## config.mk

```make
export PLATFORM = sky130hd
export DESIGN_NAME = sacfs_ram
export DESIGN_NICKNAME = d
export VERILOG_FILES = /design/src/hw/rtl/sacfs_ram.sv
export SDC_FILE = /design/constraint.sdc
export NUM_CORES = 1
export LEC_CHECK = 0
export BUFFER_PORTS_ARGS = -buffer_cell sky130_fd_sc_hd__buf_2
export CORE_MARGIN = 8
export CORE_UTILIZATION = 55
export DETAILED_ROUTE_END_ITERATION = 10
export PLACE_DENSITY_LB_ADDON = 0.2
export SLEW_MARGIN = 5
export SYNTH_ARGS = -nofsm -noshare
export SYNTH_HDL_FRONTEND = slang
export SYNTH_SLANG_ARGS = --single-unit
```

## constraint.sdc

```tcl
create_clock -name clk_i -period 1.9 [get_ports clk_i]
set_clock_uncertainty 0.1 [all_clocks]
set_input_delay 0 -clock clk_i [delete_from_list [all_inputs] [get_ports clk_i]]
set_output_delay 0 -clock clk_i [all_outputs]
set_load 0.02 [all_outputs]
```

## src/hw/rtl/sacfs_ram.sv

```systemverilog
// generic simple dual port ram with registered read
module sacfs_ram #(
  parameter int WIDTH = 8,
  parameter int DEPTH = 16
) (
  input  logic                                  clk_i,
  input  logic                                  we_i,
  input  logic [(DEPTH > 1 ? $clog2(DEPTH) : 1)-1:0] waddr_i,
  input  logic [WIDTH-1:0]                      wdata_i,
  input  logic                                  re_i,
  input  logic [(DEPTH > 1 ? $clog2(DEPTH) : 1)-1:0] raddr_i,
  output logic [WIDTH-1:0]                      rdata_o
);

  logic [WIDTH-1:0] mem_q [DEPTH];
  logic [WIDTH-1:0] rdata_q;

  always_ff @(posedge clk_i) begin
    if (we_i) begin
      mem_q[waddr_i] <= wdata_i;
    end
    if (re_i) begin
      rdata_q <= mem_q[raddr_i];
    end
  end

  assign rdata_o = rdata_q;

endmodule

```

==> impl_results.md, run 1 <==
- Status: complete, no violations
- VDD IR max: 0.957 mV
- Hold path cells: 5
- Seq cells post-synth: 136
- Relative slew slack: 73.3%
- Netlist Area Pre-Place: 5230 sq um
- Synth unique cells: 18
- Endpoints failing hold: 0
- Routability congestion estimate: 0.787
- Top cells by area, synth: edfxtp_1, mux4_2, mux4_1
- Row count: 35
- CTS Sinks: 136
- Die height: 113 um
- Syn nets: 248
- GRT overflow: 0
- Most frequent cells in the layout: edfxtp_1, buf_2, buf_4
- Hold Startpoint: raddr_i[3]
- Mean Syn Cell Area: 22.8 sq um
- Hold endpoint: rdata_o[1]$_DFFE_PP_
- Critical Path AT: 1.90 ns
- First-pass GRT wire length: 15800 um
- Residual DRC: 0
- Worst setup EP type: register
- Total die area: 12900 sq um
- Clock H-tree levels: 4
- N_diodes: 0
- Reg-to-Reg Start: mem_q[2][5]$_DFFE_PP_
- Critical path data required time: 2.02 ns
- Total GRT Usage: 16.8%
- Antenna Nets Post-Route: 0
- Hpwl dp: 6200 um
- Root buffer cell: clkbuf_8
- Initial antenna violation count: 0
- Leak pwr: 2.20 nW
- Yosys top cell area share: 78.1%
- Biggest area consumer among synthesized cells: edfxtp_1
- I/O pin cnt: 27
- # setup viols final: 0
- R2R setup slack: 0.26 ns
- Core area: 9240 sq um
- Fraction of layout cells with a size suffix above 1: 30.5%
- Vias: 2534
- RSZ-0062 raised after global routing: false
- DRT Wirelength: 9970 um
- Die X: 113 um
- Achievable Freq: 0.563 GHz
- Worst-path fanout max: 4
- TNS Setup: 0 ns
- Starting Density: 56.6%
- Post-layout minimum cycle time: 1.78 ns
- Routed length per placed instance: 22.4 um
- Area grow syn2layout: 22.4%
- Vias per cell: 5.71
- Worst Setup Start Kind: input port
- Drt first pass iters: 5
- Hold buffer count at cts: 16
- Nets: 322
- CP Class: input port to register
- Worst skew pair latency: 0.51 ns
- # Post-CTS Setup Buffers: 0
- Final period util: 93.5%
- Max clock buf depth: 2
- Largest net degree at the start of global routing: 24
- Worst Hold Class: input port to register
- Most common cell after layout, fill and taps aside: edfxtp_1
- Post-Syn Instances: 229
- Synth Warn #: 0
- Starting DRT DRC Count: 213
- R2R depth: 3
- Pwr/cell area: 1100 nW/um^2
- Worst Tran Pin Value: 0.400 ns
- Clk slew on worst S/H paths: 0.06 ns
- Num CTS Buffers: 17
- Final Max Slew Viols: 0
- # port buffers: 26
- Final Util: 69.2%
- Vias in the first global route: 2751
- CTS tree: done
- Post-synthesis sequential area ratio: 78.1%
- MaxCap Viol Count: 0
- Post-cts resize count: 0
- R2r endpoint: rdata_o[5]$_DFFE_PP_
- Power after layout: 0.00703 W
-- sequential cells by signal, summed over array words and instances, names as in the netlist --
signal and flops:
mem_q 128, rdata_o 8
-- cells by family (layout without fill, tap and decap cells) --
logic type / Yosys count / after routing / synth area share (%)
flops: 136 / 136 / 78.1
compound gates: 16 / 16 / 2.30
simple gates: 35 / 35 / 3.14
mux: 32 / 32 / 14.8
buf+inv: 10 / 96 / 1.65
-- worst max path at each step --
| stage | start | endpoint | slack [ns] | cells after the start |
|---|---|---|---|---|
| after floorplan | waddr_i[2] | mem_q[0][0]$_DFFE_PP_ | 0.31 | 2 |
| after global routing | waddr_i[2] | mem_q[2][7]$_DFFE_PP_ | 0.09 | 5 |
| after global placement | raddr_i[0] | rdata_o[1]$_DFFE_PP_ | 0.24 | 5 |
| after detailed placement | raddr_i[0] | rdata_o[1]$_DFFE_PP_ | 0.25 | 5 |
| final | waddr_i[2] | mem_q[2][7]$_DFFE_PP_ | 0.12 | 5 |
| after CTS | waddr_i[2] | mem_q[2][7]$_DFFE_PP_ | 0.18 | 5 |
-- per-layer routing --
metal	track usage, %	share of wire, %	up-vias
li1	-	-	1129
met5	0	0	-
met3	4.81	5.9	6
met2	25.3	48	92
met1	22.8	45	1307
met4	6.66	0.60	0
-- critical path, stage by stage --
cell and delay [ns]:
dlygate4sd3_1 0.54, buf_2 0.14, or3b_2 0.51, nor2_1 0.13, dlygate4sd3_1 0.57
-- where the power goes --
part | total, W | internal [W] | switching, W | leakage, nW
logic | 0.000352 | 0.000158 | 0.000194 | 0.681
registers | 0.00340 | 0.00338 | 0.0000169 | 1.24
clock network | 0.00328 | 0.00211 | 0.00116 | 0.283
-- final cells by class --
| type | instances | area (sq um) |
|---|---|---|
| flip-flops and latches | 136 | 4080 |
| fillers | 572 | 2840 |
| multi-input cells | 83 | 1060 |
| repair buffers | 65 | 500 |
| clock buffers | 18 | 418 |
| clock inverters | 13 | 178 |
| well taps | 129 | 161 |
-- synthesized netlist by cell type --
master and count:
nor2_1 13, clkdlybuf4s25_2 3, nand3_1 1, buf_6 3, a22oi_1 16, nand2_1 9, and2_1 1, mux4_1 14
buf_2 3, buf_4 1, mux4_2 18, nor3_1 4, and2b_1 1, edfxtp_1 136, nand2b_1 2, nand3b_1 2
nor2b_1 1, or3b_2 1
-- metrics by stage --
stage                     cell area (sq um)  hold slack, ns  std cells  worst slack [ns]
after floorplan                        5230        -0.00113        229             0.307
after global placement                 5640           0.276        397             0.242
after detailed placement               5640           0.285        397             0.251
after CTS                              6400          0.0158        444             0.176
after global routing                   6400          0.0717        444            0.0931
final                                  6400          0.0354        444             0.123
No activity file was read; power rests on OpenSTA's default activity.
==> run 2: changes to the inputs <==
- REMOVE_ABC_BUFFERS: unset -> 1
==> impl_results.md, run 2 (synthesis gave the netlist of run 1 again) <==
- WP buf/inv: 0
- Achievable Freq: 0.610 GHz
- Crit path cell chain: mux4_1 -> a22oi_1 -> nand2_1
- Clock power frac: 44.0%
- Power after layout: 0.00668 W
- Routability congestion estimate: 0.716
- TNS Setup: 0 ns
- Nets: 317
- Post-cts resize count: 0
- Starting DRT DRC Count: 169
- Routed length per placed instance: 21.6 um
- Clk slew on worst S/H paths: 0.06 ns
- N_diodes: 0
- Worst Tran Pin Value: 0.378 ns
- Filler Cells Inserted: 606
- Pwr/cell area: 1060 nW/um^2
- First-pass GRT wire length: 14900 um
- Largest net degree at the start of global routing: 33
- Drt first pass iters: 4
- Psw: 0.00141 W
- Final Max Slew Viols: 0
- Critical Path AT: 1.80 ns
- Vias: 2436
- Hold buffer count at cts: 13
- Die height: 113 um
- Total GRT Usage: 16.2%
- RSZ-0062 raised after global routing: false
- Worst skew pair latency: 0.51 ns
- Most common cell after layout, fill and taps aside: edfxtp_1
- Area grow syn2layout: 20.3%
- Most frequent cells in the layout: edfxtp_1, buf_2, buf_4
- Endpoints failing hold: 0
- Internal power: 0.00527 W
- Fraction of layout cells with a size suffix above 1: 31.0%
- CTS tree: done
- Worst setup EP type: register
- Worst Hold Class: input port to register
- Residual DRC: 0
- Vias in the first global route: 2644
- Post-layout minimum cycle time: 1.64 ns
- Initial antenna violation count: 0
- Seq pwr share: 50.9%
- Status: complete, no violations
- VDD IR max: 0.607 mV
- CP Class: register to register
- DRT Wirelength: 9480 um
- Worst Setup Start Kind: register
- # port buffers: 26
- Max clock buf depth: 2
- Root buffer cell: clkbuf_8
- # setup viols final: 0
- Final period util: 86.3%
- Critical path data required time: 2.06 ns
- Vias per cell: 5.55
- Max reg flops: 128
- GRT overflow: 0
- Starting Density: 56.6%
- Hold Slack: 0.0365 ns
- Comb power frac: 5.1%
- Top reg by flops: mem_q
- Relative slew slack: 74.8%
- Hpwl dp: 6010 um
- Switching share of power: 21.1%
- Core area: 9240 sq um
- Antenna Nets Post-Route: 0
- Crit-path slowest cell: mux4_1
- Final Util: 68.1%
- Leak pwr: 2.14 nW
- Worst-path fanout max: 1
- CP delay by family, top: multiplexers
- MaxCap Viol Count: 0
- Total die area: 12900 sq um
- CTS Sinks: 136
- CP max stage delay: 0.52 ns
- Die X: 113 um
- I/O pin cnt: 27
- Row count: 35
- # Post-CTS Setup Buffers: 0
- Num CTS Buffers: 17
- Clock H-tree levels: 4
-- run 2: cell count changes in the layout (fill, tap and decap cells not counted), sizes merged --
cell,before,now
buf,49,47
bufinv,4,1
clkinv,4,6
clkinvlp,3,4
dlygate4sd3,16,13
-- run 2: layer usage --
| metal | GRT usage [%] | up-vias | share of wire, % |
|---|---|---|---|
| li1 | - | 1120 | - |
| met1 | 21.5 | 1227 | 44 |
| met2 | 24.2 | 80 | 49 |
| met3 | 5.49 | 9 | 6.1 |
| met4 | 6.13 | 0 | 1.0 |
| met5 | 0 | - | 0 |
-- run 2: worst paths after layout --
path              depth (start not counted)                    to  slack, ns             startpoint
setup / recovery                          3  rdata_o[0]$_DFFE_PP_       0.26  mem_q[1][0]$_DFFE_PP_
hold / removal                            5  rdata_o[1]$_DFFE_PP_       0.04             raddr_i[2]
setup reg to reg                          3  rdata_o[0]$_DFFE_PP_       0.26  mem_q[1][0]$_DFFE_PP_
hold reg to reg                           3  rdata_o[1]$_DFFE_PP_       0.64  mem_q[4][1]$_DFFE_PP_
-- run 2: worst register-to-register path: stages (launching register included) --
cell	delay [ns]
edfxtp_1	0.37
mux4_1	0.52
a22oi_1	0.31
nand2_1	0.08
-- run 2: final cells by class --
cell class / instances / area (sq um) / area share (%)
clock inverters: 13 / 126 / 2.01
repair buffers: 60 / 443 / 7.04
well taps: 129 / 161 / 2.57
clock buffers: 18 / 418 / 6.64
flip-flops and latches: 136 / 4080 / 64.9
multi-input cells: 83 / 1060 / 16.8
-- run 2: per-stage QoR --
step | setup WS [ns] | instance area (sq um) | cells
detailed placement | 0.126 | 5620 | 395
global route | 0.192 | 6290 | 439
finish | 0.260 | 6290 | 439
floorplan | 0.307 | 5140 | 219
global placement | 0.180 | 5620 | 395
CTS | 0.229 | 6290 | 439
-- run 2: power by group through the flow --
stage,Sequential (W),Clock (W),Combinational [W]
after floorplan,0.00347,0,0.000135
after global placement,0.00346,0,0.000323
after detailed placement,0.00346,0,0.000329
after CTS,0.00340,0.00299,0.000349
after global routing,0.00340,0.00311,0.000371
final,0.00340,0.00294,0.000341
